===== src/sv/block_buffer_cache_manager_top_macros.svh =====
// assertion macros shared by the buffer cache manager modules
// no dependencies; included by the controller and the datapath
`ifndef BLOCK_BUFFER_CACHE_MANAGER_TOP_MACROS_SVH
`define BLOCK_BUFFER_CACHE_MANAGER_TOP_MACROS_SVH

// same-cycle implication
`define BBCM_ASSERT_NOW(label, clk, rstn, ante, cons, msg) \
    label: assert property (@(posedge clk) disable iff (!rstn) (ante) |-> (cons)) \
        else $error(msg);

// next-cycle implication
`define BBCM_ASSERT_NEXT(label, clk, rstn, ante, cons, msg) \
    label: assert property (@(posedge clk) disable iff (!rstn) (ante) |=> (cons)) \
        else $error(msg);

`endif


===== src/sv/bbcm_pkg.sv =====
// types, codes and constants of the block buffer cache manager
// no dependencies; imported by every module of the block
`default_nettype none

package bbcm_pkg;

    localparam int BUFFERS_DEFAULT = 8;
    localparam int TAG_W           = 32;
    localparam int CNT_W           = 8;
    localparam int OP_W            = 2;
    localparam int IDX_W           = 3;
    localparam int ST_W            = 2;

    localparam logic [TAG_W-1:0] UNTAGGED = '1;
    localparam logic [CNT_W-1:0] CNT_MAX  = '1;

    localparam logic [OP_W-1:0] OP_GET     = 2'd0;
    localparam logic [OP_W-1:0] OP_READ    = 2'd1;
    localparam logic [OP_W-1:0] OP_RELEASE = 2'd2;
    localparam logic [OP_W-1:0] OP_FORGET  = 2'd3;

    localparam logic [ST_W-1:0] ST_OK        = 2'd0;
    localparam logic [ST_W-1:0] ST_NO_FREE   = 2'd1;
    localparam logic [ST_W-1:0] ST_NOT_HELD  = 2'd2;
    localparam logic [ST_W-1:0] ST_SATURATED = 2'd3;

    typedef enum logic [1:0] {
        S_IDLE,
        S_LOOKUP,
        S_EXEC
    } state_t;

    typedef struct packed {
        logic load;
        logic lookup;
        logic exec;
    } cmd_t;

endpackage

`default_nettype wire


===== src/sv/bbcm_ctrl.sv =====
// controller state machine: request capture, tag lookup, update and result valid
// depends on bbcm_pkg and block_buffer_cache_manager_top_macros.svh
`default_nettype none
`include "block_buffer_cache_manager_top_macros.svh"

module bbcm_ctrl
    import bbcm_pkg::*;
(
    input  wire logic aclk,
    input  wire logic aresetn,
    input  wire logic s_valid,
    output logic      s_ready,
    output logic      m_valid,
    input  wire logic m_ready,
    output cmd_t      cmd
);

    state_t state_reg, state_next;
    logic   m_valid_reg, m_valid_next;

    always_ff @(posedge aclk) begin
        if (!aresetn) begin
            state_reg   <= S_IDLE;
            m_valid_reg <= 1'b0;
        end else begin
            state_reg   <= state_next;
            m_valid_reg <= m_valid_next;
        end
    end

    always_comb begin
        state_next = state_reg;
        case (state_reg)
            S_IDLE: begin
                if (s_valid) state_next = S_LOOKUP;
            end
            S_LOOKUP: begin
                state_next = S_EXEC;
            end
            S_EXEC: begin
                if (!m_valid_reg || m_ready) state_next = S_IDLE;
            end
            default: begin
                state_next = S_IDLE;
            end
        endcase
    end

    always_comb begin
        cmd.load   = (state_reg == S_IDLE) && s_valid && aresetn;
        cmd.lookup = (state_reg == S_LOOKUP);
        cmd.exec   = (state_reg == S_EXEC) && (!m_valid_reg || m_ready);
        s_ready    = (state_reg == S_IDLE) && aresetn;
        m_valid    = m_valid_reg;
        if (cmd.exec) begin
            m_valid_next = 1'b1;
        end else if (m_ready) begin
            m_valid_next = 1'b0;
        end else begin
            m_valid_next = m_valid_reg;
        end
    end

    `BBCM_ASSERT_NEXT(a_accept_lookup, aclk, aresetn, s_valid && s_ready, cmd.lookup, "accepted request not looked up")
    `BBCM_ASSERT_NEXT(a_exec_result, aclk, aresetn, cmd.exec, m_valid, "update gave no result")
    `BBCM_ASSERT_NOW(a_no_overwrite, aclk, aresetn, m_valid && !m_ready, !cmd.exec, "pending result overwritten")

endmodule

`default_nettype wire


===== src/sv/bbcm_datapath.sv =====
// datapath: tags, contents-valid bits, use counts, free queue and result register
// depends on bbcm_pkg and block_buffer_cache_manager_top_macros.svh
`default_nettype none
`include "block_buffer_cache_manager_top_macros.svh"

module bbcm_datapath
    import bbcm_pkg::*;
#(
    parameter int BUFFERS = BUFFERS_DEFAULT
) (
    input  wire logic             aclk,
    input  wire logic             aresetn,
    input  wire cmd_t             cmd,
    input  wire logic [OP_W-1:0]  s_operation,
    input  wire logic [TAG_W-1:0] s_block_number,
    input  wire logic [IDX_W-1:0] s_buffer_index,
    output logic      [ST_W-1:0]  m_status,
    output logic      [IDX_W-1:0] m_slot,
    output logic                  m_hit,
    output logic                  m_need_fill,
    output logic      [CNT_W-1:0] m_count_after
);

    localparam int SLOT_W = $clog2(BUFFERS);
    localparam int LEN_W  = $clog2(BUFFERS + 1);

    // captured request
    logic [OP_W-1:0]  op_reg;
    logic [TAG_W-1:0] blk_reg;
    logic [IDX_W-1:0] idx_reg;

    // lookup result
    logic [BUFFERS-1:0] match_reg, match_next;
    logic               found_reg, found_next;
    logic [SLOT_W-1:0]  hit_slot_reg, hit_slot_next;

    // buffer state
    logic [TAG_W-1:0]  tag_reg   [BUFFERS];
    logic [TAG_W-1:0]  tag_next  [BUFFERS];
    logic [BUFFERS-1:0] vld_reg, vld_next;
    logic [CNT_W-1:0]  cnt_reg   [BUFFERS];
    logic [CNT_W-1:0]  cnt_next  [BUFFERS];
    logic [SLOT_W-1:0] queue_reg [BUFFERS];
    logic [SLOT_W-1:0] queue_next[BUFFERS];
    logic [LEN_W-1:0]  len_reg, len_next;

    // result
    logic [ST_W-1:0]  st_reg, st_next;
    logic [IDX_W-1:0] slot_reg, slot_next;
    logic             hit_reg, hit_next;
    logic             fill_reg, fill_next;
    logic [CNT_W-1:0] count_reg, count_next;

    logic               is_lookup;
    logic               in_range;
    logic [SLOT_W-1:0]  sel;
    logic [CNT_W-1:0]   cur_cnt;
    logic [CNT_W-1:0]   new_cnt;
    logic               base_valid;
    logic               fill;
    logic [BUFFERS-1:0] pos_match;
    logic [BUFFERS-1:0] shift_en;

    always_ff @(posedge aclk) begin
        if (cmd.load) begin
            op_reg  <= s_operation;
            blk_reg <= s_block_number;
            idx_reg <= s_buffer_index;
        end
        if (cmd.lookup) begin
            match_reg    <= match_next;
            found_reg    <= found_next;
            hit_slot_reg <= hit_slot_next;
        end
        if (cmd.exec) begin
            st_reg    <= st_next;
            slot_reg  <= slot_next;
            hit_reg   <= hit_next;
            fill_reg  <= fill_next;
            count_reg <= count_next;
        end
    end

    always_ff @(posedge aclk) begin
        if (!aresetn) begin
            for (int i = 0; i < BUFFERS; i++) begin
                tag_reg[i]   <= UNTAGGED;
                cnt_reg[i]   <= '0;
                queue_reg[i] <= SLOT_W'(i);
            end
            vld_reg <= '0;
            len_reg <= LEN_W'(BUFFERS);
        end else if (cmd.exec) begin
            tag_reg   <= tag_next;
            cnt_reg   <= cnt_next;
            queue_reg <= queue_next;
            vld_reg   <= vld_next;
            len_reg   <= len_next;
        end
    end

    // tag compare across all slots, lowest match wins
    always_comb begin
        found_next    = 1'b0;
        hit_slot_next = '0;
        for (int i = 0; i < BUFFERS; i++) begin
            match_next[i] = (tag_reg[i] == blk_reg) && (blk_reg != UNTAGGED);
        end
        for (int i = BUFFERS - 1; i >= 0; i--) begin
            if (match_next[i]) begin
                found_next    = 1'b1;
                hit_slot_next = SLOT_W'(i);
            end
        end
    end

    always_comb begin
        logic run;
        is_lookup = (op_reg == OP_GET) || (op_reg == OP_READ);
        in_range  = (32'(idx_reg) < BUFFERS);
        if (is_lookup) begin
            sel = found_reg ? hit_slot_reg : queue_reg[0];
        end else begin
            sel = SLOT_W'(idx_reg);
        end
        cur_cnt    = cnt_reg[sel];
        base_valid = found_reg && vld_reg[sel];
        fill       = (op_reg == OP_READ) && !base_valid;
        new_cnt    = cur_cnt;

        // free queue position of the selected slot
        run = 1'b0;
        for (int i = 0; i < BUFFERS; i++) begin
            pos_match[i] = (i < int'(len_reg)) && (queue_reg[i] == sel);
            run          = run | pos_match[i];
            shift_en[i]  = run;
        end

        tag_next   = tag_reg;
        cnt_next   = cnt_reg;
        queue_next = queue_reg;
        vld_next   = vld_reg;
        len_next   = len_reg;

        st_next    = ST_OK;
        slot_next  = '0;
        hit_next   = 1'b0;
        fill_next  = 1'b0;
        count_next = '0;

        if (is_lookup) begin
            if (!found_reg && (len_reg == '0)) begin
                st_next = ST_NO_FREE;
            end else begin
                if (found_reg) begin
                    if (cur_cnt == CNT_MAX) begin
                        st_next = ST_SATURATED;
                    end else begin
                        new_cnt = cur_cnt + 1'b1;
                    end
                end else begin
                    new_cnt       = CNT_W'(1);
                    tag_next[sel] = blk_reg;
                end
                if (!found_reg || (cur_cnt == '0)) begin
                    for (int i = 0; i < BUFFERS - 1; i++) begin
                        if (shift_en[i]) queue_next[i] = queue_reg[i + 1];
                    end
                    len_next = len_reg - 1'b1;
                end
                cnt_next[sel] = new_cnt;
                vld_next[sel] = base_valid | fill;
                slot_next     = IDX_W'(sel);
                hit_next      = found_reg;
                fill_next     = fill;
                count_next    = new_cnt;
            end
        end else begin
            slot_next = idx_reg;
            if (!in_range || (cur_cnt == '0)) begin
                st_next = ST_NOT_HELD;
            end else begin
                new_cnt       = cur_cnt - 1'b1;
                cnt_next[sel] = new_cnt;
                count_next    = new_cnt;
                if (new_cnt == '0) begin
                    queue_next[len_reg[SLOT_W-1:0]] = sel;
                    len_next = len_reg + 1'b1;
                    if (op_reg == OP_FORGET) begin
                        tag_next[sel] = UNTAGGED;
                        vld_next[sel] = 1'b0;
                    end
                end
            end
        end
    end

    assign m_status      = st_reg;
    assign m_slot        = slot_reg;
    assign m_hit         = hit_reg;
    assign m_need_fill   = fill_reg;
    assign m_count_after = count_reg;

    `BBCM_ASSERT_NOW(a_len_bound, aclk, aresetn, 1'b1, len_reg <= LEN_W'(BUFFERS), "free queue overflow")
    `BBCM_ASSERT_NOW(a_single_match, aclk, aresetn, cmd.exec, $countones(match_reg) <= 1, "block tagged in two buffers")
    `BBCM_ASSERT_NOW(a_idle_hit_queued, aclk, aresetn, cmd.exec && is_lookup && found_reg && (cur_cnt == '0), |pos_match, "idle buffer missing from free queue")

endmodule

`default_nettype wire


===== src/sv/block_buffer_cache_manager_top.sv =====
// Block buffer cache tag manager. Each request is a get, read, release or
// forget on a pool of BUFFERS buffers; each gives exactly one result.
// An accepted request passes the tag compare across all slots, then the
// use count and free queue update, which loads the result register. The
// block is ready again the cycle after the update, so a new request is not
// taken until the previous one has been through its update. A new request
// is accepted while the previous result may still be waiting; a result
// that is not taken holds the update of the next one. Ready is low during
// reset.
// Depends on bbcm_pkg, bbcm_ctrl and bbcm_datapath.
`default_nettype none

module block_buffer_cache_manager_top
    import bbcm_pkg::*;
#(
    parameter int BUFFERS = BUFFERS_DEFAULT
) (
    input  wire logic             aclk,
    input  wire logic             aresetn,
    input  wire logic             s_valid,
    output logic                  s_ready,
    input  wire logic [OP_W-1:0]  s_operation,
    input  wire logic [TAG_W-1:0] s_block_number,
    input  wire logic [IDX_W-1:0] s_buffer_index,
    output logic                  m_valid,
    input  wire logic             m_ready,
    output logic      [ST_W-1:0]  m_status,
    output logic      [IDX_W-1:0] m_slot,
    output logic                  m_hit,
    output logic                  m_need_fill,
    output logic      [CNT_W-1:0] m_count_after
);

    cmd_t cmd;

    bbcm_ctrl u_ctrl (
        .aclk    (aclk),
        .aresetn (aresetn),
        .s_valid (s_valid),
        .s_ready (s_ready),
        .m_valid (m_valid),
        .m_ready (m_ready),
        .cmd     (cmd)
    );

    bbcm_datapath #(
        .BUFFERS (BUFFERS)
    ) u_datapath (
        .aclk           (aclk),
        .aresetn        (aresetn),
        .cmd            (cmd),
        .s_operation    (s_operation),
        .s_block_number (s_block_number),
        .s_buffer_index (s_buffer_index),
        .m_status       (m_status),
        .m_slot         (m_slot),
        .m_hit          (m_hit),
        .m_need_fill    (m_need_fill),
        .m_count_after  (m_count_after)
    );

endmodule

`default_nettype wire


===== config.mk =====
export PLATFORM = sky130hd
export DESIGN_NAME = block_buffer_cache_manager_top
export DESIGN_NICKNAME = d
export VERILOG_FILES = /design/src/sv/bbcm_pkg.sv /design/src/sv/bbcm_ctrl.sv /design/src/sv/bbcm_datapath.sv /design/src/sv/block_buffer_cache_manager_top.sv
export VERILOG_INCLUDE_DIRS = /design/src /design/src/sv
export SDC_FILE = /design/constraint.sdc
export NUM_CORES = 1
export LEC_CHECK = 0
export BUFFER_PORTS_ARGS = -buffer_cell sky130_fd_sc_hd__buf_2
export CORE_ASPECT_RATIO = 1.5
export CORE_MARGIN = 2
export CORE_UTILIZATION = 50
export CTS_BUF_LIST = sky130_fd_sc_hd__clkbuf_16
export DETAILED_ROUTE_END_ITERATION = 7
export PLACE_DENSITY = 0.66
export SKIP_LAST_GASP = 1
export SLEW_MARGIN = 20
export SYNTH_ARGS = -nofsm -noshare
export SYNTH_HDL_FRONTEND = slang
export SYNTH_HIERARCHICAL = 1
export SYNTH_SLANG_ARGS = --single-unit

===== constraint.sdc =====
create_clock -name aclk -period 4.8 [get_ports aclk]
set_clock_uncertainty 0.05 [all_clocks]
set_input_delay 0.24 -clock aclk [delete_from_list [all_inputs] [get_ports aclk]]
set_output_delay 0.24 -clock aclk [all_outputs]
set_load 0.1 [all_outputs]

# == Word level (Yosys, flattened, before mapping) ==
# Index checks and enable logic that the tools add are counted.
# classes
n_addsub,4
magnitude_cmp,13
n_eq_ne,34
muxes,78
n_bitwise,14
reduce_logical,56
# op_table
operator,n
$mux W256,6
$bwmux W256,1
$eq A32 B32 Y1,8
$or A256 B256 Y256,1
$mux W64,3
$bwmux W64,2
$mux W8,15
$demux W32 S3,1
$mux W21,3
$mux W24,2
$mux W3,16
$reduce_and A6 Y1,8
$mux W32,1
$ne A32 B32 Y1 const B,1
$logic_and A1 B1 Y1,25
$bmux W8 S3,1
$bwmux W24,1
$demux W8 S3,1
$ne A2 B2 Y1 const B,12
$eq A3 B3 Y1,7
$mux W4,5
$mux W2,9
$logic_not A8 Y1,2
$lt A3 B4 Y1 const A,3
37 further kinds,65
# totals
reg_bits,415
in_bits,41
output_inout_bits,17
wordCells,239

# == Depth between registers and ports, before layout ==
# Gate-level depths: netlist of the first run.
# logic_depth
ltp_word,15
mapped_depth,20
ltp_nobuf,15

# == By module ==
# Netlist of the first run, hierarchy kept.
# modules_own_cells
mod,n_inst,cells_per_inst,area_each_um2,seq_area_each_um2
bbcm_datapath,1,1821,18889.4,8808.4
bbcm_ctrl,1,15,156.4,60.1

# == Least setup slack after synthesis of the first run ==
# No wires, ideal clock.
# synth_path
kind,register to register
start,register u_datapath.found_reg
end,register u_datapath/tag_reg[101] (netlist bit)
setup_ps,117
arrival_ps,3932
required_time_ps,4633
setup_slack_ps,701
path_stages_with_launch,19
n_path_buf,3
period_less_slack_ps,4099
path_cell_list,edfxtp_1 buf_6 mux2i_2 o21a_1 buf_4 nand2_1 nor2_1 nand2_1 nand2_1 inv_1 ha_1 nand2_1 nor4_2 a32o_1 o2bb2ai_2 a311oi_4 a21oi_4 buf_6 o22a_1
# synth_via
elab_chain_cells,12
elab_cells_between_ends,29
cone_classes,1 x add/sub; 2 x order compare; 3 x eq/ne; 14 x mux; 2 x bitwise; 7 x reduce/logical
# synth_lines
element,line_no,source
start: declaration,bbcm_datapath.sv:34,"logic found_reg, found_next;"
start signal: assignment,bbcm_datapath.sv:72,found_reg <= found_next;
"parallel branches: the longest is 12 deep, another holds $sub A8 B1 Y8",n/a,
end signal: assignment,bbcm_datapath.sv:94,tag_reg <= tag_next;
end: declaration,bbcm_datapath.sv:38,logic [TAG_W-1:0] tag_reg [BUFFERS];
# Parallel ways; which one is timed is not known. The select of a mux whose other input is x is not followed.
# A chain may end at the register's enable or synchronous reset.

# == Final worst setup path of the first run ==
# layout_path
start,register u_datapath.found_reg
end,register u_datapath/tag_reg[181] (netlist bit)
# Same word-level chain as after synthesis.

==> summary.md, run 1 <==
| Metric | Value |
|---|---|
| Crit start category | register |
| Layout net count | 1939 |
| Vias per inst | 6.03 |
| Critical Path Most Common Cell | a32o_1 |
| RSZ-0062 raised after global routing | yes |
| Mux cell area share after synthesis | under 10% |
| Largest register FFs | approximately 260 |
| Vias in the first global route | 14400 |
| Period minus WS final | between 4 and 5 ns |
| First-pass GRT wire length | 80500 um |
| Crit path cell chain | mux2_4 > o21ai_4 > buf_4 > mux2i_1 > a32o_1 > a221oi_4 > inv_4 > ha_1 > nand2_1 > nor4_2 > a32o_1 > o2bb2ai_2 > a311oi_4 > buf_12 > a21oi_4 > o22a_1 |
| Remaining DRCs | 0 |
| Status | finished clean |
| Ant. Diodes | 0 |
| CTS Buf Count | 40 |
| Post-DP Area | 0.0197 mm^2 |
| CP top delay family | compound AO/OA/AOI/OAI gates |
| FF+latch count, synth | 415 |
| DIE AREA | between 0.03 and 0.04 mm^2 |
| RePlAce Congestion | 0.928 |
| Hold Path Class | in -> reg |
| First drt pass iteration count | 7 |
| Most frequent cells in the layout | dfxtp_1, o22a_1, xnor2_1 |
| Post-synthesis sequential area ratio | 46.6% |
| Total core area | approximately 0.038 mm^2 |
| Sum of negative setup slack | 0 ns |
| Via count | around 15000 |
| Cells after DPL | approximately 2300 |
| Clock insertion delay at the later pin of the skew report | ~0.56 ns |
| Commonest non-fill, non-tap cell in the layout | dfxtp_1 |
| Number of synthesis warnings | 6 |
| Final Non-Filler Cells | ~2400 |
| Layout cells sized above 1 | between 10% and 20% |
| Final setup vio count | 0 |
| Post-Place Setup Slack | -0.0828 ns |
| Synth Instances | between 1500 and 2000 |
| Simple-gate share of the synthesized area | 10.1% |
| Largest family of logic cells by synthesized area | compound AO/OA/AOI/OAI gates |
| Synth Area per Inst | approximately 10 um^2 |
| Ys async rst share | 0% |
| Root Driver | clkbuf_16 |
| Fraction of the mapped netlist area in adder cells | 0.394% |
| Minimum hold slack | just under 0.2 ns |
| # rows | a little under 90 |
| All-layer global routing usage | 26.2% |
| DRT iter0 DRCs | between 1000 and 1500 |
| Die Wd | between 150 and 200 um |
| PnR worst setup slack | 0.00302 ns |
| Top Ports | 58 |
| CP max FO | 32 |
| CP Class | reg -> reg |
| CP arrival | ~5.3 ns |
| Post-Syn Nets | ~1900 |
| Endpoint class of the critical path | register |
| Final global-route overflow total | 0 |
| Final antenna-violating net count | 0 |
| H-tree levels | 2 |
| FMAX | approximately 0.21 GHz |
| DP HPWL | between 30000 and 40000 um |
| Power per Cell Area | approximately 340 mW/mm^2 |
| Initial antenna violation count | 0 |
| CTS tree | done |
| Post-route cell area | roughly 0.021 mm^2 |
| Max incr delay on CP | approximately 0.70 ns |
| Largest net degree at the start of global routing | 71 |
| Buf/Inv on CP | 3 |
| Relative slew slack | 26.6% |
| Unique masters post-synth | between 80 and 90 |
| WL final | roughly 52000 um |
| Clock sink count | 415 |
| Tightest Pin Transition | ~1.1 ns |
| Reg2reg setup slack | approximately 0.003 ns |
| Maximum vdd drop | ~0.32 mV |
| Worst EP required | ~5.3 ns |
| Cell area after synthesis | about 0.019 mm^2 |
| Starting Density | 50.7% |
| Post-Synth XOR/XNOR Area | between 10% and 20% |
| Final max-slew violation count | 0 |
| Number of port buffers | 57 |
| Synth area leader | dfxtp_1 |
| CP max stage cell | a21oi_4 |
| Post-synth EDFFs | 56 |
| Synth Area in Compound Gates | approximately 22% |
| Top cells by area, synth | dfxtp_1, o22a_1, xnor2_1, edfxtp_1, xor2_1 |
| Area growth from synthesis to layout | 12.0% |
| Dominant synthesized flop cell | dfxtp_1 |
| Max Cap Viol | 0 |
| Top cell type's share of synthesized area | roughly 38% |
| Clk pin slew, worst setup/hold paths | around 0.06 ns |
| Lkg Pwr | ~7 nW |
| Final period util | 99.9% |
| Die Y | 243 um |
| Clock buffer depth | 3 |
| Routed WL per cell | roughly 22 um |
| Final hold vios | 0 |
cells in the mapped netlist, drive strengths merged (4+ instances only):
master   count
o211ai      11
xor2        76
a32o         4
nand2b       7
a311oi       5
nor3b        4
mux2i       34
nand4       66
nor2        83
ha           6
edfxtp      56
nand2       60
o22a       257
a211oi      36
and2        12
inv         17
buf         68
nor2b       11
a41oi        5
nand3       33
dfxtp      359
xnor2      209
a211o        6
clkbuf     110
o21ai       64
a32oi        4
nor4        43
nor3        27
o221a        5
o2111ai      5
a21oi       78
o21a         8
a221oi       9
final timing paths:
kind	startpoint	endpoint	cells past startpoint
setup / recovery	u_datapath/found_reg	u_datapath/tag_reg[181]	16
hold / removal	aresetn	u_ctrl/state_reg[0]	3
setup reg to reg	u_datapath/found_reg	u_datapath/tag_reg[181]	16
hold reg to reg	u_datapath/tag_reg[180]	u_datapath/tag_reg[180]	1
metrics by stage:
stage / total power [mW] / utilization, %
2_1_floorplan: 4.15 / -
3_3_place_gp: 4.35 / 52.6
3_5_place_dp: 4.36 / 52.6
4_1_cts: 7.24 / 56.8
5_1_grt: 7.43 / 56.8
6_report: 7.19 / 56.8
routing by layer:
metal / vias to the layer above / global-route usage (%) / share of wire (%)
met2: 359 / 46.5 / 51
met4: 0 / 14.5 / 5.6
li1: 6875 / - / -
met1: 7163 / 30.3 / 39
met3: 146 / 3.11 / 4.0
met5: - / 0 / 0
where the power goes:
group | total (mW) | leakage, nW | switching (mW) | internal, mW
clock network | 2.88 | 0.615 | 1.33 | 1.55
registers | 3.63 | 3.42 | 0.0739 | 3.56
logic | 0.684 | 3.17 | 0.432 | 0.252
total | 7.19 | 7.21 | 1.83 | 5.36
layout make-up:
type                    count  area (um^2)
fillers                  3281        16200
multi-input cells        1225         9200
flip-flops and latches    415         8870
repair buffers            192         1410
clock buffers              41         1030
well taps                 489          612
clock inverters            31          144
inverters                  18         70.1
repair_timing:
action / CTS / global route
hold buffers: 39 / 0
pin swaps: 1 / 0
endpoints found under the hold margin: 39 / 0
resized for setup: 0 / 0
setup buffers: 1 / 0
setup endpoints to repair: 256 / 260
worst reg2reg max path: cells and delay by family, from the launching register on:
family                   cells  cell delay (ns)
AO/OA/AOI/OAI                8             2.21
adder cells (fa/ha/maj)      1             0.28
buffers and inverters        3             0.54
flip-flops                   1             0.50
multiplexers                 2             0.64
AND/OR/NAND/NOR              2             0.53
kinds of logic after synthesis:
kind of cell / Yosys count
buf+inv: 196
flops: 415
compound gates: 533
mux: 38
fa+ha+maj: 6
xor+xnor: 285
simple gates: 363
Note: power is estimated with default switching activity, not from simulation.
==> run 2, diff against run 1 <==
--- a/config.mk
+++ b/config.mk
@@ -7,14 +7,16 @@
 export NUM_CORES = 1
 export LEC_CHECK = 0
 export BUFFER_PORTS_ARGS = -buffer_cell sky130_fd_sc_hd__buf_2
+export CELL_PAD_IN_SITES_DETAIL_PLACEMENT = 0
+export CELL_PAD_IN_SITES_GLOBAL_PLACEMENT = 1
 export CORE_ASPECT_RATIO = 1.5
 export CORE_MARGIN = 2
 export CORE_UTILIZATION = 50
 export CTS_BUF_LIST = sky130_fd_sc_hd__clkbuf_16
 export DETAILED_ROUTE_END_ITERATION = 7
-export PLACE_DENSITY = 0.66
+export MAX_ROUTING_LAYER = met4
+export PLACE_DENSITY_LB_ADDON = 0.1
 export SKIP_LAST_GASP = 1
-export SLEW_MARGIN = 20
 export SYNTH_ARGS = -nofsm -noshare
 export SYNTH_HDL_FRONTEND = slang
 export SYNTH_HIERARCHICAL = 1
==> run 2 against run 1 <==
  * Die area unchanged
  * Clock power up 10%
  * Setup slack better by 0.21 ns
  * Routed wire length up 5.0%
  * Count of clock-buffer cells in the layout up 2
  * Critical endpoint is now u_datapath/tag_reg[155]
  * Largest cell class unchanged
  * Highest routed layer unchanged
==> summary.md, run 2 (synthesized netlist as in run 1, its figures left out) <==
| Metric | Value |
|---|---|
| CTS tree | done |
| Final antenna-violating net count | 0 (unchanged) |
| Power per Cell Area | 348 mW/mm^2 (+3.2%) |
| RSZ-0062 raised after global routing | yes |
| Vias in the first global route | 14200 (-1.3%) |
| Crit path cell chain | mux2_4 > o21ai_4 > mux2i_1 > a221oi_4 > inv_4 > ha_1 > buf_4 > o41ai_4 > and2_1 > a311oi_4 > buf_12 > a21oi_4 > o22a_1 |
| Hold Path Class | in -> reg |
| Relative slew slack | 19.1% (-7.5 points) |
| Vias per inst | 5.97 (-1.0%) |
| Worst EP required | 5.24 ns (about the same) |
| Layout net count | 1951 (+0.62%) |
| Die Wd | 163 um (unchanged) |
| Layout cells sized above 1 | 14.0% (+0.89 points) |
| CTS Buf Count | 41 (+2.5%) |
| Ant. Diodes | 0 (unchanged) |
| Final period util | 95.7% (-4.3 points) |
| Clock insertion delay at the later pin of the skew report | 0.55 ns (about the same) |
| First-pass GRT wire length | 83300 um (+3.5%) |
| Tightest Pin Transition | 1.21 ns (+0.110 ns) |
| All-layer global routing usage | 28.4% (+2.1 points) |
| DRT iter0 DRCs | 992 (-10%) |
| Area growth from synthesis to layout | 13.3% |
| PnR worst setup slack | 0.208 ns (+0.205 ns) |
| Final max-slew violation count | 0 (unchanged) |
| Top Ports | 58 (unchanged) |
| # rows | 87 (unchanged) |
| CP arrival | 5.03 ns (-0.22 ns) |
| CP top delay family | compound AO/OA/AOI/OAI gates |
| Commonest non-fill, non-tap cell in the layout | dfxtp_1 |
| Most frequent cells in the layout | dfxtp_1, o22a_1, xnor2_1 |
| CP max FO | 32 (unchanged) |
| Largest register FFs | 256 (unchanged) |
| Largest net degree at the start of global routing | 69 (-2.8%) |
| Remaining DRCs | 0 (unchanged) |
| H-tree levels | 2 (unchanged) |
| Status | finished clean |
| Initial antenna violation count | 0 (unchanged) |
| Max incr delay on CP | 0.70 ns (about the same) |
| DIE AREA | 0.0397 mm^2 (unchanged) |
| Period minus WS final | 4.59 ns (-0.205 ns) |
| FMAX | 0.218 GHz (+4.5%) |
| Max Cap Viol | 0 (unchanged) |
| Starting Density | 50.7% (unchanged) |
| CP Class | reg -> reg |
| Buf/Inv on CP | 3 (unchanged) |
| First drt pass iteration count | 5 (-2) |
| DP HPWL | 37800 um (+5.8%) |
| Post-Place Setup Slack | 0.212 ns (+0.294 ns) |
| Via count | 14500 (-0.46%) |
| Final hold vios | 0 (unchanged) |
| WL final | 54900 um (+5.0%) |
| Sum of negative setup slack | 0 ns (unchanged) |
| Routed WL per cell | 22.6 um (+4.4%) |
| Clk pin slew, worst setup/hold paths | 0.06 ns (about the same) |
| Final global-route overflow total | 0 (unchanged) |
| CP max stage cell | a21oi_4 |
| Crit start category | register |
| Number of port buffers | 57 (unchanged) |
| Final setup vio count | 0 (unchanged) |
| Root Driver | clkbuf_16 |
| Clock sink count | 415 (unchanged) |
| Endpoint class of the critical path | register |
| CTS resizes | 0 (unchanged) |
| RePlAce Congestion | 0.885 (-4.7%) |
| Maximum vdd drop | 0.322 mV (+2.2%) |
| Clock buffer depth | 3 (unchanged) |
| Die Y | 243 um (unchanged) |
| Total core area | 0.0376 mm^2 (unchanged) |
| Lkg Pwr | 7.31 nW (+1.5%) |
==> run 2: cell types whose count changed in the layout (fill, tap and decap cells not counted), sizes merged <==
cell      change
buf          +10
inv           -5
bufinv        +3
clkbuf        +2
clkinv        +2
a21oi         +1
clkinvlp      +1
==> run 2: stage by stage <==
stage	instances	area [um^2]	hold slack [ns]	power, mW	util (%)
4_1_cts	2423	21500	0.00450	7.58	57.4
5_1_grt	2425	21600	0.0413	7.77	57.4
3_5_place_dp	2309	19800	0.368	4.38	52.8
3_3_place_gp	2309	19800	0.366	4.38	52.8
6_report	2425	21600	0.0344	7.51	57.4
2_1_floorplan	1836	19000	0.289	4.15	-
==> run 2: path summary, 6_finish.rpt <==
kind / start / endpoint / slack (ns) / cells past startpoint
min reg2reg: u_datapath/vld_reg[7] / u_datapath/vld_reg[7] / 0.43 / 2
max: u_datapath/found_reg / u_datapath/tag_reg[155] / 0.21 / 13
max reg2reg: u_datapath/found_reg / u_datapath/tag_reg[155] / 0.21 / 13
min: aresetn / u_datapath/vld_reg[6] / 0.03 / 3
==> run 2: what timing repair did <==
item / CTS / global route
hold buffers: 39 / 0
setup endpoints to repair: 0 / 256
buffers inserted: 0 / 1
endpoints found under the hold margin: 39 / 0
==> run 2: per-layer routing <==
metal,routed length [um],up-vias,track usage (%)
li1,-,6907,-
met1,21900,7046,32.6
met2,28000,386,49.1
met3,2240,137,3.16
met4,2700,0,13.1
met5,0,-,-
==> run 2: layout make-up <==
| class | instances | area, um^2 |
|---|---|---|
| fillers | 3320 | 16000 |
| multi-input cells | 1226 | 9200 |
| flip-flops and latches | 415 | 8870 |
| repair buffers | 202 | 1510 |
| clock buffers | 43 | 1080 |
| well taps | 489 | 612 |
| clock inverters | 32 | 234 |
| inverters | 18 | 70.1 |
==> run 2: worst min-delay path, stage by stage <==
cell,delay [ns]
buf_2,0.17
a21oi_1,0.09
nor2_1,0.09
==> run 2: power breakdown <==
group | internal (mW) | switching [mW]
combinational | 0.262 | 0.462
sequential | 3.56 | 0.0595
clock | 1.79 | 1.38
total | 5.61 | 1.90
